==> config.mk <==
export PLATFORM = sky130hd
export DESIGN_NAME = sync_header_packet_deframer_flat
export DESIGN_NICKNAME = d
export VERILOG_FILES = /design/src/hw/rtl/shdf_pkg.sv /design/src/hw/rtl/shdf_if.sv /design/src/hw/rtl/shdf_in_reg.sv /design/src/hw/rtl/shdf_core.sv /design/src/hw/rtl/shdf_out_reg.sv /design/src/hw/rtl/sync_header_packet_deframer.sv /design/src/flat_wrapper.sv
export SDC_FILE = /design/constraint.sdc
export NUM_CORES = 1
export LEC_CHECK = 0
export BUFFER_PORTS_ARGS = -buffer_cell sky130_fd_sc_hd__buf_2
export CAP_MARGIN = 20
export CORE_ASPECT_RATIO = 0.75
export CORE_MARGIN = 10
export CORE_UTILIZATION = 60
export CTS_CLUSTER_DIAMETER = 120
export DETAILED_ROUTE_END_ITERATION = 8
export PLACE_DENSITY_LB_ADDON = 0.25
export RECOVER_POWER = 100
export SKIP_CTS_REPAIR_TIMING = 1
export SYNTH_ARGS = -nofsm -noshare
export SYNTH_HDL_FRONTEND = slang
export SYNTH_SLANG_ARGS = --single-unit
==> constraint.sdc <==
create_clock -name clk_i -period 11.4 [get_ports clk_i]
set_input_delay 2.28 -clock clk_i [delete_from_list [all_inputs] [get_ports clk_i]]
set_output_delay 2.28 -clock clk_i [all_outputs]
set_load 0.01 [all_outputs]
==> src/hw/rtl/shdf_pkg.sv <==
// Package for the sync header packet deframer.
// Event codes, header framing constants and the result record.
// No dependencies.
package shdf_pkg;

  localparam int HeaderBytes = 9;
  localparam int WinDepth    = HeaderBytes - 1;
  localparam int FillW       = $clog2(WinDepth + 1);
  localparam int WinIdxW     = $clog2(WinDepth);

  localparam logic [7:0]  SyncHi    = 8'hFF;
  localparam logic [7:0]  SyncLo    = 8'h5A;
  localparam logic [15:0] HeaderLen = 16'(HeaderBytes);

  typedef enum logic [2:0] {
    EvHdrPayload = 3'd0,
    EvHdrOnly    = 3'd1,
    EvPayload    = 3'd2,
    EvEndGood    = 3'd3,
    EvEndBad     = 3'd4
  } event_e;

  typedef struct packed {
    logic       valid;
    logic [7:0] data;
  } rx_beat_t;

  typedef struct packed {
    event_e      event_res;
    logic [7:0]  payload_byte;
    logic [15:0] packet_length;
    logic [7:0]  control_bits;
    logic [7:0]  seq_number;
    logic [7:0]  ack_number;
    logic [7:0]  session;
  } result_t;

endpackage

==> src/hw/rtl/shdf_if.sv <==
// Stream interfaces of the deframer: received bytes in, events out.
// Depends on shdf_pkg.
interface shdf_rx_if;
  logic       valid;
  logic       ready;
  logic [7:0] rx_byte;

  modport source (output valid, output rx_byte, input ready);
  modport sink   (input valid, input rx_byte, output ready);
endinterface

interface shdf_ev_if;
  logic             valid;
  logic             ready;
  shdf_pkg::event_e event_res;
  logic [7:0]       payload_byte;
  logic [15:0]      packet_length;
  logic [7:0]       control_bits;
  logic [7:0]       seq_number;
  logic [7:0]       ack_number;
  logic [7:0]       session;

  modport source (output valid, output event_res, output payload_byte,
                  output packet_length, output control_bits, output seq_number,
                  output ack_number, output session, input ready);
  modport sink   (input valid, input event_res, input payload_byte,
                  input packet_length, input control_bits, input seq_number,
                  input ack_number, input session, output ready);
endinterface

==> src/hw/rtl/shdf_in_reg.sv <==
// Input register of the deframer: holds one received byte until the core
// consumes it. Depends on shdf_pkg and shdf_rx_if.
module shdf_in_reg (
  input  logic               clk_i,
  input  logic               rst_ni,
  shdf_rx_if.sink            rx_i,
  input  logic               advance_i,
  output shdf_pkg::rx_beat_t beat_o
);

  logic       vld_q, vld_d;
  logic [7:0] data_q;

  assign rx_i.ready = !vld_q || advance_i;

  always_comb begin
    vld_d = vld_q;
    if (rx_i.valid && rx_i.ready) begin
      vld_d = 1'b1;
    end else if (advance_i) begin
      vld_d = 1'b0;
    end
  end

  always_ff @(posedge clk_i or negedge rst_ni) begin
    if (!rst_ni) begin
      vld_q <= 1'b0;
    end else begin
      vld_q <= vld_d;
    end
  end

  always_ff @(posedge clk_i) begin
    if (rx_i.valid && rx_i.ready) begin
      data_q <= rx_i.rx_byte;
    end
  end

  assign beat_o.valid = vld_q;
  assign beat_o.data  = data_q;

endmodule

==> src/hw/rtl/shdf_core.sv <==
// Deframer core: hunt window, header check, payload count and checksum.
// Produces at most one result per consumed byte. Depends on shdf_pkg.
module shdf_core (
  input  logic                clk_i,
  input  logic                rst_ni,
  input  logic                advance_i,
  input  logic [7:0]          byte_i,
  output logic                res_vld_o,
  output shdf_pkg::result_t   res_o
);

  logic [7:0]                 win_q [shdf_pkg::WinDepth];
  logic [7:0]                 win_d [shdf_pkg::WinDepth];
  logic [shdf_pkg::FillW-1:0] fill_q, fill_d;
  logic                       in_pay_q, in_pay_d;
  logic [15:0]                left_q, left_d;
  logic [7:0]                 psum_q, psum_d;

  logic [7:0]  win_sum;
  logic [7:0]  total;
  logic [15:0] hdr_len;
  logic        hdr_ok;

  always_comb begin
    win_sum = byte_i;
    for (int i = 0; i < shdf_pkg::WinDepth; i++) begin
      win_sum = win_sum + win_q[i];
    end
  end

  assign total   = psum_q + byte_i;
  assign hdr_len = {win_q[2], win_q[3]};
  assign hdr_ok  = (win_q[0] == shdf_pkg::SyncHi) && (win_q[1] == shdf_pkg::SyncLo) &&
                   (win_sum == 8'd0) && (hdr_len >= shdf_pkg::HeaderLen);

  always_comb begin
    win_d     = win_q;
    fill_d    = fill_q;
    in_pay_d  = in_pay_q;
    left_d    = left_q;
    psum_d    = psum_q;
    res_vld_o = 1'b0;
    res_o     = '0;
    if (in_pay_q) begin
      res_vld_o = 1'b1;
      if (left_q > 16'd1) begin
        left_d             = left_q - 16'd1;
        psum_d             = total;
        res_o.event_res    = shdf_pkg::EvPayload;
        res_o.payload_byte = byte_i;
      end else begin
        in_pay_d        = 1'b0;
        left_d          = '0;
        psum_d          = '0;
        fill_d          = '0;
        res_o.event_res = (total == 8'd0) ? shdf_pkg::EvEndGood : shdf_pkg::EvEndBad;
      end
    end else if (fill_q < shdf_pkg::FillW'(shdf_pkg::WinDepth)) begin
      win_d[fill_q[shdf_pkg::WinIdxW-1:0]] = byte_i;
      fill_d = fill_q + 1'b1;
    end else if (hdr_ok) begin
      res_vld_o           = 1'b1;
      fill_d              = '0;
      res_o.packet_length = hdr_len;
      res_o.control_bits  = win_q[4];
      res_o.seq_number    = win_q[5];
      res_o.ack_number    = win_q[6];
      res_o.session       = win_q[7];
      if (hdr_len == shdf_pkg::HeaderLen) begin
        res_o.event_res = shdf_pkg::EvHdrOnly;
      end else begin
        res_o.event_res = shdf_pkg::EvHdrPayload;
        in_pay_d        = 1'b1;
        left_d          = hdr_len - shdf_pkg::HeaderLen;
        psum_d          = '0;
      end
    end else begin
      for (int i = 0; i < shdf_pkg::WinDepth - 1; i++) begin
        win_d[i] = win_q[i+1];
      end
      win_d[shdf_pkg::WinDepth-1] = byte_i;
    end
  end

  always_ff @(posedge clk_i or negedge rst_ni) begin
    if (!rst_ni) begin
      fill_q   <= '0;
      in_pay_q <= 1'b0;
      left_q   <= '0;
      psum_q   <= '0;
    end else if (advance_i) begin
      fill_q   <= fill_d;
      in_pay_q <= in_pay_d;
      left_q   <= left_d;
      psum_q   <= psum_d;
    end
  end

  // window entries at or above the fill count are never read
  always_ff @(posedge clk_i) begin
    if (advance_i) begin
      win_q <= win_d;
    end
  end

endmodule

==> src/hw/rtl/shdf_out_reg.sv <==
// Output register of the deframer: holds one event until the sink takes it.
// Depends on shdf_pkg and shdf_ev_if.
module shdf_out_reg (
  input  logic              clk_i,
  input  logic              rst_ni,
  input  logic              load_i,
  input  shdf_pkg::result_t res_i,
  output logic              free_o,
  shdf_ev_if.source         ev_o
);

  logic              vld_q, vld_d;
  shdf_pkg::result_t res_q;

  assign free_o = !vld_q || ev_o.ready;

  always_comb begin
    vld_d = vld_q;
    if (load_i) begin
      vld_d = 1'b1;
    end else if (ev_o.ready) begin
      vld_d = 1'b0;
    end
  end

  always_ff @(posedge clk_i or negedge rst_ni) begin
    if (!rst_ni) begin
      vld_q <= 1'b0;
    end else begin
      vld_q <= vld_d;
    end
  end

  always_ff @(posedge clk_i) begin
    if (load_i) begin
      res_q <= res_i;
    end
  end

  assign ev_o.valid         = vld_q;
  assign ev_o.event_res     = res_q.event_res;
  assign ev_o.payload_byte  = res_q.payload_byte;
  assign ev_o.packet_length = res_q.packet_length;
  assign ev_o.control_bits  = res_q.control_bits;
  assign ev_o.seq_number    = res_q.seq_number;
  assign ev_o.ack_number    = res_q.ack_number;
  assign ev_o.session       = res_q.session;

endmodule

==> src/hw/rtl/sync_header_packet_deframer.sv <==
// Sync header packet deframer: hunts a 9-byte header (0xFF 0x5A, big-endian
// length, control, sequence, ack, session, zero byte sum) in a byte stream,
// then forwards payload bytes and a checksum verdict. Each byte passes the
// input register, the core logic and the output register; throughput is one
// byte per cycle while the sink is ready. Payload is forwarded before its
// checksum is known; discard it on an end-bad event. Depends on shdf_pkg,
// shdf_if, shdf_in_reg, shdf_core and shdf_out_reg.
module sync_header_packet_deframer (
  input  logic      clk_i,
  input  logic      rst_ni,
  shdf_rx_if.sink   rx_i,
  shdf_ev_if.source ev_o
);

  shdf_pkg::rx_beat_t beat;
  shdf_pkg::result_t  res;
  logic               res_vld;
  logic               out_free;
  logic               advance;

  assign advance = beat.valid && out_free;

  shdf_in_reg u_in_reg (
    .clk_i,
    .rst_ni,
    .rx_i,
    .advance_i (advance),
    .beat_o    (beat)
  );

  shdf_core u_core (
    .clk_i,
    .rst_ni,
    .advance_i (advance),
    .byte_i    (beat.data),
    .res_vld_o (res_vld),
    .res_o     (res)
  );

  shdf_out_reg u_out_reg (
    .clk_i,
    .rst_ni,
    .load_i (advance && res_vld),
    .res_i  (res),
    .free_o (out_free),
    .ev_o
  );

endmodule

==> src/flat_wrapper.sv <==
// flat-port wrapper written by rule: the top's interface ports become plain ports
module sync_header_packet_deframer_flat 
  (clk_i, rst_ni, rx_i_valid, rx_i_rx_byte, rx_i_ready, ev_o_valid, ev_o_event_res, ev_o_payload_byte, ev_o_packet_length, ev_o_control_bits, ev_o_seq_number, ev_o_ack_number, ev_o_session, ev_o_ready);
  shdf_rx_if rx_i_i ();
  shdf_ev_if ev_o_i ();
  input  logic clk_i;
  input  logic rst_ni;
  input wire logic [$bits(rx_i_i.valid)-1:0] rx_i_valid;
  input wire logic [$bits(rx_i_i.rx_byte)-1:0] rx_i_rx_byte;
  output wire logic [$bits(rx_i_i.ready)-1:0] rx_i_ready;
  output wire logic [$bits(ev_o_i.valid)-1:0] ev_o_valid;
  output wire logic [$bits(ev_o_i.event_res)-1:0] ev_o_event_res;
  output wire logic [$bits(ev_o_i.payload_byte)-1:0] ev_o_payload_byte;
  output wire logic [$bits(ev_o_i.packet_length)-1:0] ev_o_packet_length;
  output wire logic [$bits(ev_o_i.control_bits)-1:0] ev_o_control_bits;
  output wire logic [$bits(ev_o_i.seq_number)-1:0] ev_o_seq_number;
  output wire logic [$bits(ev_o_i.ack_number)-1:0] ev_o_ack_number;
  output wire logic [$bits(ev_o_i.session)-1:0] ev_o_session;
  input wire logic [$bits(ev_o_i.ready)-1:0] ev_o_ready;
  assign rx_i_i.valid = rx_i_valid;
  assign rx_i_i.rx_byte = rx_i_rx_byte;
  assign rx_i_ready = rx_i_i.ready;
  assign ev_o_valid = ev_o_i.valid;
  assign ev_o_event_res = ev_o_i.event_res;
  assign ev_o_payload_byte = ev_o_i.payload_byte;
  assign ev_o_packet_length = ev_o_i.packet_length;
  assign ev_o_control_bits = ev_o_i.control_bits;
  assign ev_o_seq_number = ev_o_i.seq_number;
  assign ev_o_ack_number = ev_o_i.ack_number;
  assign ev_o_session = ev_o_i.session;
  assign ev_o_i.ready = ev_o_ready;
  sync_header_packet_deframer u_core (.clk_i(clk_i), .rst_ni(rst_ni), .rx_i(rx_i_i), .ev_o(ev_o_i));
endmodule
==> results of run 1 <==
-- cells by family (layout without fill, tap and decap cells) --
family	after synthesis	in the layout	share of synthesized area
AOI/OAI and AO/OA	151	151	0.103
xor gates and xnor gates	34	34	0.0349
adders and majority gates	66	66	0.131
buffers and inverters	95	175	0.0403
DFF	162	162	0.528
muxes	6	6	0.00701
and+or+nand+nor	269	269	0.155
-- area by class of cell --
cell class	instances	area, sq um	share of cell area
inverter	64	240	0.0241
sequential	162	4710	0.473
tap	200	250	0.0251
clock inverter	14	176	0.0177
multi-input combinational	526	3830	0.385
clock buffer	18	429	0.0431
timing repair buffer	79	313	0.0314
-- power by group through the flow --
stage                     combinational, W  clock [W]  sequential (W)
after floorplan                   0.000229          0        0.000669
after global placement            0.000294          0        0.000675
after detailed placement          0.000304          0        0.000675
after CTS                         0.000310   0.000594        0.000663
after global routing              0.000344   0.000619        0.000664
final                             0.000305   0.000591        0.000664
-- stage by stage --
stage          cells  total power, W   util  worst slack [ns]  area, sq um
2_1_floorplan    783        0.000898      -              3.91         8920
3_3_place_gp    1028        0.000969  0.652              5.06         9450
3_5_place_dp    1028        0.000979  0.652              4.95         9450
4_1_cts         1060         0.00157  0.693              4.92        10100
5_1_grt         1063         0.00163  0.686              3.13         9950
6_report        1063         0.00156  0.686              3.60         9950
-- cells in the final DEF (no fill, tap or decap), types with 5 or more instances in the layout --
master / count
sky130_fd_sc_hd__dfrtp_1: 30
sky130_fd_sc_hd__nor4_1: 10
sky130_fd_sc_hd__and2_0: 39
sky130_fd_sc_hd__nand2_1: 82
sky130_fd_sc_hd__buf_2: 7
sky130_fd_sc_hd__o31ai_1: 7
sky130_fd_sc_hd__nand3_1: 10
sky130_fd_sc_hd__nor2_1: 46
sky130_fd_sc_hd__and2_1: 14
sky130_fd_sc_hd__inv_1: 63
sky130_fd_sc_hd__nor2b_1: 8
sky130_fd_sc_hd__clkbuf_1: 71
sky130_fd_sc_hd__inv_6: 6
sky130_fd_sc_hd__o21ai_0: 50
sky130_fd_sc_hd__nand3b_1: 5
sky130_fd_sc_hd__nor3_1: 18
sky130_fd_sc_hd__a22o_1: 5
sky130_fd_sc_hd__xor2_1: 11
sky130_fd_sc_hd__a21oi_1: 47
sky130_fd_sc_hd__xnor2_1: 22
sky130_fd_sc_hd__edfxtp_1: 131
sky130_fd_sc_hd__fa_1: 46
sky130_fd_sc_hd__o211ai_1: 6
sky130_fd_sc_hd__clkbuf_16: 17
sky130_fd_sc_hd__ha_1: 20
sky130_fd_sc_hd__nand2b_1: 13
-- routing by layer --
metal / wire length (microns) / global-route usage / vias to the layer above
met5: 0 / 0 / -
met4: 274 / 0.0539 / 0
met3: 2860 / 0.0803 / 25
met2: 9870 / 0.318 / 451
met1: 10000 / 0.330 / 3224
li1: - / - / 2889
-- worst min-delay path by stage --
| stage | start | endpoint | slack [ns] | cells past startpoint |
|---|---|---|---|---|
| 2_1_floorplan | u_core.u_core.psum_q[2]$_DFFE_PN0P_ | u_core.u_core.psum_q[2]$_DFFE_PN0P_ | 0.46 | 1 |
| 3_3_place_gp | u_core.u_core.psum_q[6]$_DFFE_PN0P_ | u_core.u_core.psum_q[6]$_DFFE_PN0P_ | 0.48 | 1 |
| 3_5_place_dp | u_core.u_core.psum_q[2]$_DFFE_PN0P_ | u_core.u_core.psum_q[2]$_DFFE_PN0P_ | 0.48 | 1 |
| 4_1_cts | u_core.u_core.psum_q[2]$_DFFE_PN0P_ | u_core.u_core.psum_q[2]$_DFFE_PN0P_ | 0.50 | 1 |
| 5_1_grt | u_core.u_core.left_q[10]$_DFFE_PN0P_ | u_core.u_core.left_q[10]$_DFFE_PN0P_ | 0.53 | 2 |
| 6_report | u_core.u_core.psum_q[2]$_DFFE_PN0P_ | u_core.u_core.psum_q[2]$_DFFE_PN0P_ | 0.50 | 1 |
-- critical path, cell delays in order (launching register included) --
cell and delay (ns):
sky130_fd_sc_hd__edfxtp_1 0.56, sky130_fd_sc_hd__fa_1 0.56, sky130_fd_sc_hd__inv_1 0.08, sky130_fd_sc_hd__fa_1 0.52
sky130_fd_sc_hd__fa_1 0.45, sky130_fd_sc_hd__fa_1 0.49, sky130_fd_sc_hd__inv_1 0.07, sky130_fd_sc_hd__ha_1 0.17
sky130_fd_sc_hd__inv_1 0.06, sky130_fd_sc_hd__fa_1 0.48, sky130_fd_sc_hd__or4b_1 0.47, sky130_fd_sc_hd__nor4_1 0.30
sky130_fd_sc_hd__o211ai_1 0.16, sky130_fd_sc_hd__nor4b_1 0.66, sky130_fd_sc_hd__nand2_1 0.44, sky130_fd_sc_hd__nor2_1 0.89
sky130_fd_sc_hd__clkbuf_1 0.93, sky130_fd_sc_hd__and2_0 0.31
-- registers in the layout, summed over array words and instances, names as in the netlist, 3 cells and up --
| name | count |
|---|---|
| u_core.u_core.win_q | 48 |
| u_core.u_core.hdr_len | 16 |
| u_core.u_core.left_q | 16 |
| u_core.u_out_reg.ev_o.packet_length | 16 |
| u_core.u_core.psum_q | 8 |
| u_core.u_in_reg.data_q | 8 |
| u_core.u_out_reg.ev_o.ack_number | 8 |
| u_core.u_out_reg.ev_o.control_bits | 8 |
| u_core.u_out_reg.ev_o.payload_byte | 8 |
| u_core.u_out_reg.ev_o.seq_number | 8 |
| u_core.u_out_reg.ev_o.session | 8 |
| u_core.u_core.fill_q | 4 |
| u_core.u_out_reg.ev_o.event_res | 3 |
==> results summary, run 1 <==
The endpoint required time on the critical path came out at 11.66 ns. The number of endpoints with negative hold slack in the final report came out at 0. Counting distinct cell types in the post-synthesis netlist gives 63. The kind of critical path is flop to flop. The clock sink total is 162. The global routing usage summed across all routing layers is 0.227. The max-cap check violation count came out at 2. The detailed-route vias per instance is 6.20. The number of antenna violations at the first check in global routing came out at 0.

The standard-cell row count is 38. The number of synthesis warnings is 0. The number of standard cells after synthesis is 783.

Entering global routing, the biggest net connects 65 pins. The most critical setup path has its startpoint at u_core.u_in_reg.data_q[2]$_DFFE_PP_. The worst setup path is launched from a flop. The number of flops mapped to enable cells by yosys is 131. Ranked by instance count, the synthesized netlist is headed by sky130_fd_sc_hd__edfxtp_1 (131), sky130_fd_sc_hd__nand2_1 (82), sky130_fd_sc_hd__inv_1 (63). The tightest slew margin relative to the limit is -0.685. The final weighted congestion in routability-driven placement is 0.963.

The y dimension of the die is 126 microns. After floorplanning, the core was sized to cover 14500 sq um. The share of post-route cells with drive strength above 1 is 0.0487. TritonCTS built the clock tree.

The first-pass GRT wire length came out at 35.6 mm. The via count came out at 6589. At the pin with the least slew margin, the transition time is 2.53 ns. The starting density of the core is 0.615. The critical path arrival is 8.07 ns. The final hold slack is 0.501 ns. The worst register-to-register path has a depth of 17. The clock latency on the worst-skew pair is 0.43 ns. The worst register-to-register path ends at u_core.u_out_reg.ev_o.control_bits[3]$_SDFFCE_PP0P_. The internal power summed over all cells came out at 0.00113 W. Counting the buffers created by CTS gives 17. Summing every instance area after synthesis gives 8920 sq um.

The clock slew at the register clock pins of the worst setup and hold paths is 0.07 ns. The setup clock skew after layout came out at 0.0106 ns. The maximum operating frequency is 128 MHz. The most common cell in the synthesized netlist is sky130_fd_sc_hd__edfxtp_1. Following the worst setup path forward leads to its endpoint at u_core.u_out_reg.ev_o.control_bits[3]$_SDFFCE_PP0P_.

Among all flip-flop cells after synthesis, the most frequent one is sky130_fd_sc_hd__edfxtp_1. The part of the total power dissipated in the clock network is 0.379. The number of nets in the finished design came out at 928. Ranked by total cell area, the synthesized netlist is headed by sky130_fd_sc_hd__edfxtp_1 (44%), sky130_fd_sc_hd__fa_1 (10%), sky130_fd_sc_hd__dfrtp_1 (8.7%). The switching power share of the total is 0.276. The aggregate global routing overflow came out at 0. STA classifies the critical path endpoint as a flop. The share of total power dissipated in sequential elements is 0.426. The number of nets in the synthesized netlist is 861. Across all register-to-register paths, the minimum setup slack is 3.60 ns. In the final timing run, aggregate negative setup slack is 0 ns. The number of iterations in the first detailed-routing pass is 8. The checks that failed: capacitance limit, slew limit. The switching power is 0.000430 W. The startpoint of the most critical register-to-register path is u_core.u_in_reg.data_q[2]$_DFFE_PP_. The leakage power of the design came out at 3.71 nW. The number of H-tree levels came out at 4.

The clock tree root driver cell is sky130_fd_sc_hd__clkbuf_16. The via count of the first global-routing pass is 6238. After synthesis, the share of flip-flops with an asynchronous set or reset is 0.191. Of the synthesized area, sequential elements account for 0.528. Counting the fill cells in the layout gives 1096.

Summed over all instances, the cell type with the most area after synthesis is sky130_fd_sc_hd__edfxtp_1. The run finished, with violations left. The ratio of total power to cell area is 157 nW/um^2. The layout-stage area growth over the synthesis result came out at 11.6%.

Once detail routing completed, the nets flagged for antenna violations numbered 0. The maximum vdd drop came out at 123 uV. The first routing iteration left 1052 violations.

The number of diodes added for antenna fixing came out at 0. Along the worst path, the maximum fanout reaches 28. The placed wire-length estimate after detailed placement is 17.0 mm. Averaged over all synthesized cells, the footprint is 11.4 sq um. The horizontal extent of the die came out at 161 microns. Of the total power, combinational logic draws 0.196. The total wire length after detailed routing came out at 23.0 mm. The number of register bits inferred by synthesis came out at 162.

The I/O pin count came out at 73. The worst path in the final design needs a cycle of 7.80 ns, including I/O delays and setup. Setup repair after global routing left no endpoint under its margin. Buffers placed on the I/O ports in this run total 72. For this run, design rule violations remaining after detail routing come to 0.

Setup violations remaining at the end of the flow were counted as 0. The max-slew violation total from the final report is 93. In the finished design, the share of the clock period the worst path needs comes to 0.685.

The fraction of post-synthesis cell area in the top cell type by area is 0.441. The longest clock path from root to sink contains 2 buffers. The die covers 20200 sq um. The worst hold path belongs to the class flop to flop. The routed wirelength normalized by instance count came out at 21.6 microns.
No activity file was read; power rests on OpenSTA's default activity.
==> run 2: changes to the inputs <==
ABC_AREA = 1   (was default)
clock period = 7.7 ns   (was 11.4 ns; I/O delays follow)
==> run 2 against run 1 <==
The run still ends with capacitance limit, slew limit left. Sequential share of layout area is 1.8 points lower. Critical path type unchanged. Synthesized cell count is 27% higher. Sequential power is 93% higher. Critical path depth is 2 higher. Hold slack worse by 0.024 ns. Register-to-register slack worse by 2.4 ns. Via count is 12% higher. Final cell count is 20% higher. Clock power is 39% higher. Die area is 4.4% higher. Highest routed layer unchanged. Largest power group unchanged.
==> results summary, run 2 <==
The run finished, with violations left. The final reports fail on capacitance limit, slew limit. Setup repair after global routing left no endpoint under its margin. The top fanout value on the critical path is 30 (+7.1%). The final hold slack came out at 0.478 ns (-0.0240 ns).

The maximum number of buffers from clock root to sink came out at 2 (unchanged). In the post-synthesis netlist, the cell with the most instances is sky130_fd_sc_hd__inv_1. The starting density of the core came out at 0.614 (-0.00110). The number of different library cells in the post-synthesis netlist was 37 (-41%). The number of synthesis warnings was 0 (unchanged).

The area of the die is 21100 sq um (+4.4%). The count of placed standard cells including taps is 1245 (+21%). The average footprint of a synthesized cell was 9.43 sq um (-17%). The multi-input combinational cell area is 3810 sq um (-0.52%). The largest net degree at the start of global routing came out at 49 (-25%).

The clock tree root driver cell is sky130_fd_sc_hd__clkbuf_16. The total wire length after detailed routing came out at 25.1 mm (+9.1%). The first-pass GRT wire length is 39.2 mm (+10%). The number of nets in the finished design is 1138 (+23%). The critical path arrival came out at 6.63 ns (-1.44 ns). The share of async-settable or async-resettable flops after synthesis came to 0.191 (unchanged). The clock slew at the register clock pins of the worst setup and hold paths was 0.07 ns (about the same). The I/O pin count was 73 (unchanged). The transition time at the pin with the least slew margin is 2.37 ns (-0.157 ns). The ratio of total power to cell area is 312 nW/um^2 (+99%). The register area was 4710 sq um (about the same). STA classifies the critical path startpoint as a flop. The global routing usage summed across all routing layers is 0.244 (+0.0171).

The instance area after placement came out at 9880 sq um (+4.5%). The core utilization of the finished layout came out at 0.677 (-0.00962). The routed wirelength normalized by instance count is 19.6 microns (-9.3%). The number of diodes added for antenna fixing came to 0 (unchanged). The maximum vdd drop came to 195 uV (+59%). The endpoint type of the worst setup path is a flop. The number of iterations in the first detailed-routing pass is 5 (-3). The leakage power of the design was 4.49 nW (+21%). The number of flops mapped to enable cells by yosys is 131 (unchanged). The placed wire-length estimate after detailed placement came to 18.7 mm (+10%). The maximum operating frequency is 153 MHz (+19%). The register with the most flip-flops in the final layout is u_core.u_core.win_q. The final weighted congestion in routability-driven placement is 1.02 (+6.2%). The summed instance area of the synthesized netlist came out at 9380 sq um (+5.1%). The worst hold path belongs to the class flop to flop. The count of input and output buffers is 72 (unchanged). The tightest slew margin relative to the limit came out at -0.581 (+0.104). The number of filler cells placed in the layout came to 1253 (+14%). The number of antenna violations at the first check in global routing is 0 (unchanged). The y dimension of the die came out at 128 microns (+2.1%). The final cell count without fillers is 1278 (+20%).

The DRC violations left came out at 0 (unchanged). The cell area after layout came out at 10300 sq um (+3.8%). sky130_fd_sc_hd__edfxtp_1 takes more of the synthesized area than any other cell. The synthesized net count is 1072 (+25%). The number of H-tree levels is 4 (unchanged). The number of register bits inferred by synthesis is 162 (unchanged).

Compared with the post-synthesis result, the final layout area differs by 10.2%. The fraction of post-synthesis cell area in the top cell type by area was 0.420 (-0.0215). The part of the cycle the worst path needs came out at 0.849 (+0.165). The via count of the first global-routing pass came out at 7009 (+12%). The number of standard cells after synthesis is 994 (+27%).

The number of flip-flops in the largest register came out at 48 (unchanged). The share of post-route cells with drive strength above 1 came to 0.0485 (-0.000205). For this run, the leading register cell type out of synthesis is sky130_fd_sc_hd__edfxtp_1. Leaving out fill and tap cells, the most frequent cell in the layout is sky130_fd_sc_hd__inv_1. The aggregate global routing overflow is 0 (unchanged). The detailed-route vias per instance is 5.75 (-7.2%). The clock latency on the worst-skew pair came to 0.44 ns (about the same).

The count of endpoints failing setup in the final report is 0 (unchanged). The via count is 7353 (+12%). The setup clock skew after layout is 0.0110 ns (+0.000402 ns). The minimum period implied by the final worst setup slack came out at 6.54 ns (-1.26 ns). The share of the yosys chip area belonging to registers came out at 0.502 (-0.0258). The number of nets with antenna violations after routing came out at 0 (unchanged). The clock sink total is 162 (unchanged). The max-slew violation total from the final report is 166 (+78%). The max-cap check violation count is 4 (+2). By count the netlist is led by sky130_fd_sc_hd__inv_1 (177), sky130_fd_sc_hd__nor2_1 (161), sky130_fd_sc_hd__nand2_1 (153). The top cell types in the final layout, fill and taps aside, are sky130_fd_sc_hd__inv_1 (177), sky130_fd_sc_hd__nor2_1 (161), sky130_fd_sc_hd__nand2_1 (153), sky130_fd_sc_hd__edfxtp_1 (131), sky130_fd_sc_hd__clkbuf_1 (66).

The critical path is of the flop to flop type. The horizontal extent of the die came out at 164 microns (+2.2%). The area of the core came out at 15300 sq um (+5.3%). The final setup TNS is 0 ns (unchanged). The endpoint required time on the critical path came out at 7.79 ns (-3.87 ns).

TritonCTS built the clock tree. The worst setup slack for register-to-register paths came out at 1.16 ns (-2.44 ns). The standard-cell row count is 39 (+2.6%). The detailed router's first-iteration violation count came out at 889 (-15%). Ranked by total cell area, the synthesized netlist is headed by sky130_fd_sc_hd__edfxtp_1 (42%), sky130_fd_sc_hd__fa_1 (9.8%), sky130_fd_sc_hd__dfrtp_1 (8.3%). The TritonCTS buffer count is 17 (unchanged). The number of endpoints with negative hold slack in the final report came out at 0 (unchanged).
## run 2: final cells by class
cell class / instances / share of cell area
sequential: 162 / 0.456
multi-input combinational: 619 / 0.369
inverter: 182 / 0.0661
clock buffer: 18 / 0.0415
timing repair buffer: 78 / 0.0306
tap: 205 / 0.0248
clock inverter: 14 / 0.0123
## run 2: kinds of logic (layout without fill, tap and decap cells)
family,after synthesis,in the layout,synth area share
AOI/OAI and AO/OA,103,103,0.0627
xor gates and xnor gates,32,32,0.0299
adders and majority gates,66,66,0.125
buffers and inverters,213,292,0.0902
DFF,162,162,0.502
and+or+nand+nor,418,418,0.190
## run 2: per-stage QoR
stage	setup slack, ns	total power, W
floorplan	2.03	0.00209
global placement	1.77	0.00239
detailed placement	1.65	0.00242
CTS	1.63	0.00323
global route	0.799	0.00343
finish	1.16	0.00322
## run 2: layer usage
layer	wire length [microns]	global-route usage	vias up
li1	-	-	3372
met1	11100	0.370	3496
met2	10200	0.325	452
met3	3370	0.0789	33
met4	405	0.0645	0
met5	0	0	-
## run 2: report_power, final
part / internal (W) / switching (W)
clock: 0.000449 / 0.000371
sequential: 0.00116 / 0.000120
combinational: 0.000378 / 0.000747
## run 2: worst paths after layout
check	startpoint	end	cells after the start
worst max-delay path	u_core.u_core.win_q[2]$_DFFE_PP_	u_core.u_out_reg.ev_o.session[0]$_SDFFCE_PP0P_	19
worst min-delay path	u_core.u_core.psum_q[4]$_DFFE_PN0P_	u_core.u_core.psum_q[4]$_DFFE_PN0P_	2
worst max register to register	u_core.u_core.win_q[2]$_DFFE_PP_	u_core.u_out_reg.ev_o.session[0]$_SDFFCE_PP0P_	19
worst min register to register	u_core.u_core.psum_q[4]$_DFFE_PN0P_	u_core.u_core.psum_q[4]$_DFFE_PN0P_	2
max in group asynchronous	rst_ni	u_core.u_core.left_q[14]$_DFFE_PN0P_	1
min in group asynchronous	rst_ni	u_core.u_core.psum_q[5]$_DFFE_PN0P_	1
## run 2: critical path, stage by stage (launching register included)
cell and delay (ns):
sky130_fd_sc_hd__edfxtp_1 0.42, sky130_fd_sc_hd__fa_1 0.57, sky130_fd_sc_hd__inv_1 0.06, sky130_fd_sc_hd__fa_1 0.51
sky130_fd_sc_hd__fa_1 0.52, sky130_fd_sc_hd__fa_1 0.47, sky130_fd_sc_hd__inv_1 0.07, sky130_fd_sc_hd__ha_1 0.16
sky130_fd_sc_hd__inv_1 0.06, sky130_fd_sc_hd__fa_1 0.40, sky130_fd_sc_hd__nand3b_1 0.19, sky130_fd_sc_hd__nand3_1 0.11
sky130_fd_sc_hd__nand2_1 0.06, sky130_fd_sc_hd__nor4_1 0.31, sky130_fd_sc_hd__nand2_1 0.17, sky130_fd_sc_hd__o21bai_4 0.13
sky130_fd_sc_hd__buf_4 0.29, sky130_fd_sc_hd__nand3_1 0.16, sky130_fd_sc_hd__inv_1 0.98, sky130_fd_sc_hd__buf_4 0.52
==> run 3: changes to the inputs <==
clock period = 6.4 ns   (was 7.7 ns; I/O delays follow)
==> run 3 against run 2 <==
The run still ends with capacitance limit, slew limit left. Utilization grew 0.40 points. Register-to-register slack lost 0.46 ns. Flip-flop and latch count did not move. Via count up 1.3%. Power rose by 21%. Critical endpoint is now u_core.u_core.win_q[62]$_DFFE_PP_. Highest routed layer unchanged.
==> results summary, run 3 (synthesis gave the netlist of run 2 again) <==
The transition time at the pin with the least slew margin is 2.15 ns (-0.224 ns). The ratio of total power to cell area is 374 nW/um^2 (+20%). The number of diodes added for antenna fixing came out at 0 (unchanged). The worst setup path is launched from a flop.

The maximum vdd drop came out at 237 uV (+22%). The minimum period implied by the final worst setup slack is 5.70 ns (-0.837 ns). The horizontal extent of the die came out at 164 microns (unchanged). The routed wirelength normalized by instance count is 20.1 microns (+2.3%). The total power after layout came out at 0.00389 W (+21%). The total wire length after detailed routing is 25.7 mm (+2.3%).

The placed wire-length estimate after detailed placement is 19.1 mm (+2.2%). The run finished, with violations left. The max-slew violation total from the final report is 122 (-27%). The share of post-route cells with drive strength above 1 is 0.0522 (+0.00373).

The critical path arrival was 5.81 ns (-0.82 ns). The endpoint required time on the critical path came out at 6.50 ns (-1.29 ns). The aggregate global routing overflow came out at 0 (unchanged).

The area of the die came out at 21100 sq um (unchanged). The endpoint type of the worst setup path is a flop. The number of filler cells placed in the layout came out at 1196 (-4.5%).

The final weighted congestion in routability-driven placement is 0.975 (-4.7%). The via count came out at 7446 (+1.3%). Setup repair after global routing left no endpoint under its margin. The final setup TNS came to 0 ns (unchanged). In the layout the commonest cells are sky130_fd_sc_hd__inv_1 (177), sky130_fd_sc_hd__nor2_1 (161), sky130_fd_sc_hd__nand2_1 (153), sky130_fd_sc_hd__edfxtp_1 (131), sky130_fd_sc_hd__clkbuf_1 (64). The global routing usage summed across all routing layers is 0.250 (+0.00654).

The first-pass GRT wire length came out at 39.8 mm (+1.6%). The number of flip-flops in the largest register was 48 (unchanged). The TritonCTS buffer count came out at 17 (unchanged). In this run the worst hold path is classified as flop to flop. The setup clock skew after layout is 0.0122 ns (+0.00125 ns). The standard-cell row count came out at 39 (unchanged). The count of input and output buffers came out at 72 (unchanged). The maximum operating frequency is 175 MHz (+15%). The layout-stage area growth over the synthesis result is 10.9%. The final hold slack is 0.475 ns (-0.00224 ns). The maximum number of buffers from clock root to sink was 2 (unchanged). The number of antenna violations at the first check in global routing is 1 (+1). The clock latency on the worst-skew pair is 0.44 ns (about the same). The final reports fail on capacitance limit, slew limit. The CTS tree is built.

The number of nets in the finished design came out at 1138 (unchanged). CTS placed an instance of sky130_fd_sc_hd__clkbuf_16 at the clock tree root. The via count of the first global-routing pass was 6999 (-0.14%). The max-cap check violation count came out at 3 (-1). The number of iterations in the first detailed-routing pass is 8 (+3). The number of H-tree levels is 4 (unchanged). The detailed router's first-iteration violation count came out at 933 (+4.9%). The clock slew at the register clock pins of the worst setup and hold paths came to 0.07 ns (about the same). The top fanout value on the critical path came out at 8 (-73%). The starting density of the core is 0.614 (unchanged). The y dimension of the die is 128 microns (unchanged). The part of the cycle the worst path needs was 0.891 (+0.0417).

The leakage power of the design came out at 4.52 nW (+0.53%). The library cell used most frequently in the layout, excluding fill and tap cells, is sky130_fd_sc_hd__inv_1. The clock sink total came out at 162 (unchanged). The tightest slew margin relative to the limit came to -0.432 (+0.149). The worst setup path is of the flop to flop kind. The detailed-route vias per instance is 5.83 (+1.3%). The number of endpoints with negative hold slack in the final report is 0 (unchanged).

The count of endpoints failing setup in the final report came to 0 (unchanged). The DRC violations left is 0 (unchanged). The largest net degree at the start of global routing is 47 (-4.1%). The I/O pin count is 73 (unchanged). The number of nets with antenna violations after routing came out at 0 (unchanged). The area of the core came out at 15300 sq um (unchanged).

The register with the highest flop count is u_core.u_core.win_q.
-- run 3: path summary, 6_finish.rpt --
kind / start / end / slack (ns) / cells past startpoint
setup reg to reg: u_core.u_core.win_q[1]$_DFFE_PP_ / u_core.u_core.win_q[62]$_DFFE_PP_ / 0.70 / 17
min in group asynchronous: rst_ni / u_core.u_core.psum_q[5]$_DFFE_PN0P_ / 1.31 / 1
max in group asynchronous: rst_ni / u_core.u_core.left_q[13]$_DFFE_PN0P_ / 4.05 / 1
setup / recovery: u_core.u_core.win_q[1]$_DFFE_PP_ / u_core.u_core.win_q[62]$_DFFE_PP_ / 0.70 / 17
hold reg to reg: u_core.u_core.psum_q[5]$_DFFE_PN0P_ / u_core.u_core.psum_q[5]$_DFFE_PN0P_ / 0.48 / 2
hold / removal: u_core.u_core.psum_q[5]$_DFFE_PN0P_ / u_core.u_core.psum_q[5]$_DFFE_PN0P_ / 0.48 / 2
-- run 3: routing by layer --
layer	up-vias	GRT usage	part of all wire
li1	3375	-	-
met4	0	0.0593	0.010
met5	-	0	0
met1	3528	0.366	0.42
met3	27	0.103	0.15
met2	516	0.337	0.41
-- run 3: metrics by stage --
stage                     worst slack (ns)   util  cell area, sq um  instances
final                                0.698  0.681             10400       1278
after global routing                 0.435  0.681             10400       1278
after detailed placement              1.04  0.648              9900       1246
after global placement                1.13  0.648              9900       1246
after CTS                             1.02  0.687             10500       1278
after floorplan                      0.729      -              9380        994
-- run 3: where the power goes --
| part | leakage, nW | total [W] | internal, W | switching [W] |
|---|---|---|---|---|
| Clock | 0.287 | 0.00102 | 0.000554 | 0.000465 |
| Sequential | 1.69 | 0.00154 | 0.00139 | 0.000150 |
| Combinational | 2.54 | 0.00133 | 0.000460 | 0.000870 |
| Total | 4.52 | 0.00389 | 0.00240 | 0.00149 |
-- run 3: final cells by class --
cell class	instances	area [sq um]	area share
Tap cell	205	256	0.0247
Clock inverter	15	166	0.0160
Multi-Input combinational cell	619	3820	0.368
Clock buffer	17	425	0.0409
Inverter	182	683	0.0657
Sequential cell	162	4710	0.453
Timing Repair Buffer	78	330	0.0318
-- run 3: worst max-delay path, cell delays in order, from the launching register on --
cell and delay [ns]:
sky130_fd_sc_hd__edfxtp_1 0.47, sky130_fd_sc_hd__fa_1 0.58, sky130_fd_sc_hd__inv_1 0.08, sky130_fd_sc_hd__fa_1 0.52, sky130_fd_sc_hd__fa_1 0.47, sky130_fd_sc_hd__fa_1 0.47, sky130_fd_sc_hd__inv_1 0.07, sky130_fd_sc_hd__ha_1 0.16
sky130_fd_sc_hd__inv_1 0.05, sky130_fd_sc_hd__fa_1 0.49, sky130_fd_sc_hd__nand4_1 0.08, sky130_fd_sc_hd__or2_2 0.28, sky130_fd_sc_hd__nor2_1 0.13, sky130_fd_sc_hd__nand3_1 0.08, sky130_fd_sc_hd__nor3_1 0.41, sky130_fd_sc_hd__nand3_1 0.17
sky130_fd_sc_hd__nand3_1 0.52, sky130_fd_sc_hd__nor2_1 0.32
